### src/rtl/nnq_pkg.sv
package nnq_pkg;

  localparam int FREQ_W = 24;          // unsigned Q16.8 Hz
  localparam int IDX_IN_W = 7;         // entry_index / note_index width
  localparam int SIZE_W = 8;           // table_size register width
  localparam int NOTE_COUNT_DEF = 128;

  localparam logic [SIZE_W-1:0] SIZE_RESET = 8'd128;

  localparam logic MODE_WRITE = 1'b0;
  localparam logic MODE_QUERY = 1'b1;

  // control flags that ride along the search chain with each item
  typedef struct packed {
    logic act;   // an item sits in this stage
    logic srch;  // the search is still narrowing
  } nnq_flags_t;

endpackage

### src/rtl/nnq_cell.sv
module nnq_cell #(
  parameter int IDX_W = 7
) (
  input  logic                       clk_i,
  input  logic                       rst_ni,
  input  nnq_pkg::nnq_flags_t        flags_i,
  input  logic [IDX_W-1:0]           lo_i,
  input  logic [IDX_W-1:0]           hi_i,
  input  logic [IDX_W-1:0]           found_i,
  input  logic [nnq_pkg::FREQ_W-1:0] query_i,
  input  logic [nnq_pkg::FREQ_W-1:0] rdata_i,
  output nnq_pkg::nnq_flags_t        flags_o,
  output logic [IDX_W-1:0]           lo_o,
  output logic [IDX_W-1:0]           hi_o,
  output logic [IDX_W-1:0]           found_o,
  output logic [IDX_W-1:0]           mid_o,
  output logic                       act_o
);

  nnq_pkg::nnq_flags_t flags_q;
  logic [IDX_W-1:0]    lo_q, hi_q, found_q;
  logic [IDX_W:0]      sum_in, sum_out;
  logic [IDX_W-1:0]    mid;

  always_ff @(posedge clk_i or negedge rst_ni) begin
    if (!rst_ni) begin
      flags_q <= '0;
    end else begin
      flags_q <= flags_i;
    end
  end

  always_ff @(posedge clk_i) begin
    lo_q    <= lo_i;
    hi_q    <= hi_i;
    found_q <= found_i;
  end

  // rdata_i holds the entry at the midpoint of the held window
  assign sum_in = {1'b0, lo_q} + {1'b0, hi_q};
  assign mid    = sum_in[IDX_W:1];

  always_comb begin
    flags_o = flags_q;
    lo_o    = lo_q;
    hi_o    = hi_q;
    found_o = found_q;
    if (flags_q.srch) begin
      if (rdata_i <= query_i) begin
        found_o = mid;
        lo_o    = mid + IDX_W'(1);
      end else if (mid == '0) begin
        flags_o.srch = 1'b0;
      end else begin
        hi_o = mid - IDX_W'(1);
      end
      if (lo_o > hi_o) begin
        flags_o.srch = 1'b0;
      end
    end
  end

  // midpoint for the next cell, issued to the table this cycle
  assign sum_out = {1'b0, lo_o} + {1'b0, hi_o};
  assign mid_o   = sum_out[IDX_W:1];
  assign act_o   = flags_q.act;

endmodule

### config.mk
export PLATFORM = sky130hd
export DESIGN_NAME = nnq_cell
export DESIGN_NICKNAME = d
export VERILOG_FILES = /design/src/rtl/nnq_pkg.sv /design/src/rtl/nnq_cell.sv
export SDC_FILE = /design/constraint.sdc
export NUM_CORES = 1
export LEC_CHECK = 0
export BUFFER_PORTS_ARGS = -buffer_cell sky130_fd_sc_hd__buf_2
export CORE_ASPECT_RATIO = 0.6
export CORE_UTILIZATION = 50
export CTS_CLUSTER_DIAMETER = 200
export DETAILED_ROUTE_END_ITERATION = 7
export PLACE_DENSITY_LB_ADDON = 0.05
export SKIP_CTS_REPAIR_TIMING = 1
export SLEW_MARGIN = 20
export SYNTH_ARGS = -nofsm -noshare
export SYNTH_HDL_FRONTEND = slang
export SYNTH_SLANG_ARGS = --single-unit
export TNS_END_PERCENT = 1
### constraint.sdc
create_clock -name clk_i -period 6.82 [get_ports clk_i]
set_input_delay 1.364 -clock clk_i [delete_from_list [all_inputs] [get_ports clk_i]]
set_output_delay 1.364 -clock clk_i [all_outputs]
set_load 0.02 [all_outputs]
==> reports/summary.txt <==
Critical Path AT = 5.14 ns
Most used DFF post-synth = dfxtp_1
H-tree levels = 1
status = finished clean
Avg Inst Size Synth = 8.27 um2
top cell family by delay on the critical path = compound AO/OA/AOI/OAI gates
Fillers = 423
Post-Syn Instances = 313
Final period util = 95.4%
Slew @ Worst Pin = 0.808 ns
die area = 5480 um2
Final Instance Area = 3240 um2
Synth async-reset ratio = 8.70%
count of cell types in the netlist = 53
vias in the first global route = 2304
Startpoint Class = input pin
Mapped Area = 2590 um2
CP Data Required Time = 5.46 ns
CP max stage delay = 0.39 ns
Multi-input gate area = 1950 um2
Synthesis Warnings = 0
DRC = 0
worst hold margin = 0.862 ns
die width = 94.9 um
wire per inst = 13.9 um
Slew headroom = 46.0%
Overall Global Routing Usage = 25.4%
CTS tree = built
Post-synth top cells = ha_1 (47), inv_1 (40), nand2_1 (32)
min Tclk post-route = 6.51 ns
Crit Path Category = input pin to output port
Via Count = 2655
root buffer cell = clkbuf_8
CP Cell Sequence = buf_2, inv_1, ha_1, a211oi_1, nor2_1, o311ai_0, nand4_1, buf_4, nand3_4, mux2i_1, inv_1, ha_1, nor2b_1, o21a_1, o21a_1, o21a_1, o21ai_0, nand2b_1, a21oi_1, o21a_1, buf_2
Crit Path Max Fanout = 9
Num CTS Buffers = 3
worst min path class = input pin to asynchronous set/reset pin
initial core utilization = 54.2%
clock buffer depth = 2
Clock Sinks = 23
first-pass GRT wire length = 10.8 mm
Fmax = 0.154 GHz
Worst path most repeated cell = o21a_1
Syn Nets = 435
Slew Limit Fails = 0
CORE AREA = 4780 um2
register area share after synthesis = 18.2%
Hold Fails Final Rpt = 0
total routed wirelength = 6.70 mm
Setup crit end kind = output port
Placer Congestion = 0.907
post-synth top area cell = ha_1
Post-synth EDFFs = 0
CP max-delay cell = o311ai_0
area grow syn2layout = 25.2%
count leader, synth = ha_1
Max rail drop VDD = 0.000118 V
top post-synthesis cells by area = ha_1 (23%), dfxtp_1 (16%), inv_1 (5.8%), mux2_2 (5.2%), nand2_1 (4.6%)
final setup vio count = 0
initial antenna violation count = 0
post-synthesis register bit count = 23
maxcap violations = 0
Cell Area, Placed = 3160 um2
Worst Path Buf+Inv = 5
antenna cell count = 0
Std-Cell Rows = 19
chip height = 57.7 um
power density over the cells = 197 nW/um2
Top-Level Pins = 104
share of layout cells above drive strength 1 = 32.3%
Yosys top cell area share = 22.7%
PortBufs = 103
initial drt markers = 180
antenna viol nets, final = 0
register area = 470 um2
DR pass1 iterations = 5
hpwl dp = 5.71 mm
total grt overflow = 0
clock transition at the registers of the reported paths = 0.08 ns
Leak = 1.71 nW
nets@finish = 541
Via density = 5.52
largest net degree at the start of global routing = 15
==> layout make-up <==
cell class	instances	area share [%]
tap	63	2.43
sequential	23	14.5
clock inverter	1	0.232
inverter	40	4.63
clock buffer	3	1.27
multi-input combinational	244	60.1
timing repair buffer	107	16.8
==> final timing paths <==
kind                       startpoint    endpoint  slack, ns  depth (start not counted)
min                            rst_ni  flags_q[0]       0.86                          1
min in group clk_i            hi_i[4]     hi_q[4]       1.19                          1
max                        query_i[5]  flags_o[0]       0.31                         21
max in group asynchronous      rst_ni       act_o       5.87                          1
==> power breakdown <==
| group | internal [mW] | total, mW | switching, mW |
|---|---|---|---|
| Sequential | 0.142 | 0.148 | 0.00616 |
| Combinational | 0.169 | 0.403 | 0.235 |
| Clock | 0.0414 | 0.0868 | 0.0455 |
==> logic make-up after synthesis <==
kind of cell	share of synthesized area (%)
simple gates	19.1
compound gates	18.0
fa+ha+maj	24.3
buf+inv	7.10
flops	18.2
mux	7.93
xor+xnor	5.41
==> state kept, by name (all words and copies together) (netlist names) <==
signal and cells:
found_q 7, hi_q 7, lo_q 7, act_o 1, flags_q 1
==> through the flow <==
stage	instances	worst slack [ns]	utilization [%]	power, mW	TNS, ns
3_5_place_dp	475	0.294	66.2	0.545	0
4_1_cts	479	0.287	67.2	0.634	0
5_1_grt	481	-0.0488	67.8	0.691	-0.0660
6_report	481	0.312	67.8	0.638	0
2_1_floorplan	313	0.573	-	0.431	0
3_3_place_gp	475	0.382	66.2	0.540	0
==> routing by layer <==
layer	up-vias	wire (um)	track usage [%]
met5	-	0	0
met3	2	723	6.82
met1	1184	3440	39.9
li1	1328	-	-
met4	0	12	3.25
met2	141	2520	34.7
==> placed cells by master (no fill, tap or decap), types with 12 or more instances in the layout <==
cell type | synthesis | routed
o21ai_0 | 20 | 20
a21oi_1 | 18 | 18
nor2_1 | 14 | 14
buf_2 | 0 | 103
ha_1 | 47 | 47
nand4_1 | 13 | 13
mux2_2 | 12 | 12
nand2_1 | 32 | 32
dfxtp_1 | 21 | 21
inv_1 | 40 | 40
No activity file was read; power rests on OpenSTA's default activity.
