===== config.mk =====
export PLATFORM = sky130hd
export DESIGN_NAME = nnq_fin
export DESIGN_NICKNAME = d
export VERILOG_FILES = /design/src/rtl/nnq_pkg.sv /design/src/rtl/nnq_fin.sv
export SDC_FILE = /design/constraint.sdc
export NUM_CORES = 2
export LEC_CHECK = 0
export ABC_CLOCK_PERIOD_IN_PS = 6370
export BUFFER_PORTS_ARGS = -buffer_cell sky130_fd_sc_hd__buf_2
export CAP_MARGIN = 5
export CORE_ASPECT_RATIO = 1.5
export CORE_UTILIZATION = 55
export DETAILED_ROUTE_END_ITERATION = 6
export GPL_ROUTABILITY_DRIVEN = 0
export PLACE_DENSITY = 0.72
export SLEW_MARGIN = 20
export SYNTH_ARGS = -nofsm -noshare
export SYNTH_HDL_FRONTEND = slang
export SYNTH_SLANG_ARGS = --single-unit

===== constraint.sdc =====
create_clock -name clk_i -period 6.37 [get_ports clk_i]
set_input_delay 1.274 -clock clk_i [delete_from_list [all_inputs] [get_ports clk_i]]
set_output_delay 1.274 -clock clk_i [all_outputs]
set_load 0.03 [all_outputs]

===== src/rtl/nnq_pkg.sv =====
package nnq_pkg;

  localparam int FREQ_W = 24;          // unsigned Q16.8 Hz
  localparam int IDX_IN_W = 7;         // entry_index / note_index width
  localparam int SIZE_W = 8;           // table_size register width
  localparam int NOTE_COUNT_DEF = 128;

  localparam logic [SIZE_W-1:0] SIZE_RESET = 8'd128;

  localparam logic MODE_WRITE = 1'b0;
  localparam logic MODE_QUERY = 1'b1;

  // control flags that ride along the search chain with each item
  typedef struct packed {
    logic act;   // an item sits in this stage
    logic srch;  // the search is still narrowing
  } nnq_flags_t;

endpackage


===== src/rtl/nnq_fin.sv =====
module nnq_fin #(
  parameter int IDX_W = 7
) (
  input  logic                       clk_i,
  input  logic                       rst_ni,
  input  logic                       fire_i,
  input  logic [IDX_W-1:0]           found_i,
  input  logic [nnq_pkg::FREQ_W-1:0] query_i,
  input  logic [nnq_pkg::FREQ_W-1:0] rdata_a_i,
  input  logic [nnq_pkg::FREQ_W-1:0] rdata_b_i,
  output logic                       last_o,
  output logic                       done_o,
  output logic [IDX_W-1:0]           note_o
);

  localparam int PROD_W = 2 * nnq_pkg::FREQ_W;

  logic              v1_q, v2_q, done_q;
  logic [IDX_W-1:0]  l1_q, l2_q, note_q;
  logic [PROD_W-1:0] prod_q, sq_q;

  always_ff @(posedge clk_i or negedge rst_ni) begin
    if (!rst_ni) begin
      v1_q   <= 1'b0;
      v2_q   <= 1'b0;
      done_q <= 1'b0;
    end else begin
      v1_q   <= fire_i;
      v2_q   <= v1_q;
      done_q <= v2_q;
    end
  end

  always_ff @(posedge clk_i) begin
    l1_q   <= found_i;
    l2_q   <= l1_q;
    prod_q <= PROD_W'(rdata_a_i) * PROD_W'(rdata_b_i);
    sq_q   <= PROD_W'(query_i) * PROD_W'(query_i);
    // ties go to the upper note
    note_q <= (sq_q < prod_q) ? l2_q : l2_q + IDX_W'(1);
  end

  assign last_o = v2_q;
  assign done_o = done_q;
  assign note_o = note_q;

endmodule

==> results.md <==
- Highest cell delay on the worst timing path: 0.55 ns
- Final worst-path setup slack: -0.796 ns
- Count of non-filler cells in the finished layout: 5795
- Pin count of the biggest net entering global routing: 19
- Sink count of the clock tree: 119
- Cell types with the largest area share after synthesis: fa_1 46%, ha_1 13%, inv_1 12%
- Global router's overall resource usage: 30.0%
- Vertical extent of the die: 328 um
- Clock transition at the register clock pins on the worst setup and hold paths after CTS: 0.06 ns
- Starting density of the core: 55.5%
- Ratio of routed vias to standard cells: 5.24
- Max Buffers Root-to-Sink: 2
- Number of cells in the design after placement: 5666
- Dominant cell type by area after synthesis: fa_1
- Area used by multi-input combinational logic: 33500 um^2
- Global routing usage on met3: 2.81%
- Synth Cell Area: 38900 um^2
- Critical Path End Type: flop
- Fraction of the yosys area taken by sequential cells: 6.16%
- Via count of the first global-routing pass: 34903
- Number of nets with antenna violations after detailed routing: 0
- Hold Buf Count CTS: 0
- Ys async rst share: 2.52%
- Wire length of the first global-routing pass: 170000 um
- Post-synthesis area per instance: 9.12 um^2
- Commonest non-fill, non-tap cell in the layout: inv_1
- DRC violations left: 0
- Flops & latches, synth: 119
- Count of max-cap constraint violations: 0
- Instance count of the mapped netlist: 4272
- Met2 Use GR: 57.3%
- Mapped Nets: 5656
- TritonCTS Buffers: 17
- Highest net fanout along the worst path: 8
- Arrival time of the worst setup path: 7.48 ns
- Area inside the core boundary: 70100 um^2
- Drt total wl: 103000 um
- Global routing usage on met1: 32.4%
- Buffers added on ports: 90
- Sum of net half-perimeters after detailed placement: 83500 um
- Initial antenna violation count: 3
- Per-cell routed wire length: 17.8 um
- Highest attainable clock frequency: 140 MHz
- Class of the most critical setup path: in -> reg
- Critical-path top delay cell: fa_1
- Dominant cell type by count on the critical path: fa_1
- Clock insertion delay at the later pin of the skew report: 0.43 ns
- Number of hold violations in the final report: 0
- Worst Hold Class: reg -> reg
- Kind of cell adding the most delay to the critical path: adder cells
- Clock tree from TritonCTS: yes
- Startpoint type of the worst setup path: primary input
- Top-area cell type share of the netlist area: 46.5%
- Yosys warnings: 0
- Number of primary I/O pins: 91
- Slew Limit Headroom: 35.6%
- Tightest hold margin: 0.320 ns
- Fraction of layout instances using a drive strength above 1: 25.3%
- Post-synth EDFFs: 0
- Violation count after the first detailed-routing iteration: 1463
- Grt ovf: 0
- Violated checks: setup timing
- Filler cell count in the final layout: 5034
- Max H-tree Level: 4
- Crit path time final: 7.17 ns
- Total Negative Setup Slacks: -30.12 ns
- Predominant post-synthesis flop cell: dfxtp_1
- Commonest cells after routing, fill and taps aside: 1122 x inv_1, 847 x fa_1, 548 x buf_4, 439 x nand2_1, 350 x ha_1
- Chip width: 219 um
- Most heavily used metal layer in global routing: met2
- Transition time at the pin with the least slew margin: 0.956 ns
- Die Footprint: 71900 um^2
- Number of max-slew violations in the final report: 0
- WP data required: 6.68 ns
- Count of TritonRoute iterations in the first routing pass: 6
- Post-route fraction of the period consumed by the critical path: 113%
- Number of unique standard cell types used by synthesis: 70
- Buf+Inv Stages, Crit Path: 8
- Storage element area: 2400 um^2
- Num rows: 119
- Final-stage net count: 6258
- Fin Clk Skew: 0.0136 ns
- Synth-to-layout area growth: 25.7%
- Via count: 30337
- CTS Root Buffer Type: clkbuf_16
- Result of the run: finished with violations
- Endpoints failing setup: 61
- Setup repair after global routing missed its margin: true
what timing repair did:
item,CTS,global route
hold endpoints to repair,0,0
setup endpoints to repair,65,64
resized for setup,396,194
cloned,4,0
buffers inserted,71,47
pin swaps,226,155
cells by family after synthesis:
family                   after synthesis  share of synthesized area [%]
buffers and inverters               1363                           13.3
adder cells (fa/ha/maj)             1302                           59.3
AND/OR/NAND/NOR                     1073                           13.6
AO/OA/AOI/OAI                        308                           5.24
flip-flops                           119                           6.16
XOR/XNOR                             103                           2.32
multiplexers                           4                          0.109
final timing paths:
| path | start | to | slack (ns) | cells after the start |
|---|---|---|---|---|
| worst max-delay path | query_i[8] | sq_q[39] | -0.80 | 26 |
| worst min-delay path | l1_q[0] | l2_q[0] | 0.32 | 0 |
| worst max register to register | prod_q[31] | note_o[1] | 3.51 | 9 |
| worst min register to register | l1_q[0] | l2_q[0] | 0.32 | 0 |
| max in group asynchronous | rst_ni | last_o | 5.64 | 1 |
| min in group asynchronous | rst_ni | v1_q | 0.63 | 1 |
sequential cells by signal, indices dropped and copies added, names as in the netlist:
| name | count |
|---|---|
| last_o | 1 |
| l2_q | 7 |
| l1_q | 7 |
| note_o | 7 |
| prod_q | 48 |
| v1_q | 1 |
| sq_q | 47 |
| done_o | 1 |
area by class of cell:
cell class | count | area share (%)
clock buffers | 18 | 0.897
diodes | 1 | 0.00511
clock inverters | 14 | 0.457
multi-input cells | 2790 | 68.5
well taps | 907 | 2.32
flip-flops and latches | 119 | 4.90
inverters | 1198 | 9.19
repair buffers | 748 | 13.8
routing by layer:
layer  part of all wire, %  up-vias
met4                   5.5        4
met5                 0.021        -
li1                      -    13649
met1                    35    15348
met2                    55      972
met3                   4.1      364
cell usage after synthesis (14+ instances only):
master / n
inv_1: 1198
dfxtp_1: 116
o21ai_0: 40
xor2_1: 32
a21oi_1: 96
ha_1: 398
a31oi_1: 14
nor2b_1: 15
clkbuf_1: 156
a21o_1: 75
nand4_1: 22
nor2_1: 53
nand3_1: 20
nand2_1: 503
and2_1: 411
fa_1: 904
xnor2_1: 71
per-stage QoR:
stage | setup slack (ns) | cell area [um^2] | util (%)
finish | -0.796 | 49000 | 69.8
global route | -0.982 | 49000 | 69.8
CTS | -0.730 | 48000 | 68.5
detailed placement | -1.39 | 45300 | 64.6
global placement | -1.31 | 45300 | 64.6
floorplan | -0.745 | 40700 | -
worst reg2reg max path, stage by stage (launching register included):
cell,delay [ns]
dfxtp_1,0.30
inv_1,0.04
ha_1,0.29
and4_1,0.22
nand4_1,0.13
nor3_1,0.30
o2111ai_1,0.16
o21ai_0,0.77
nand2_1,0.22
mux2_2,0.34
Power is not shown: default switching activity piles up to over one toggle a cycle in this logic, so the estimate is an artifact.
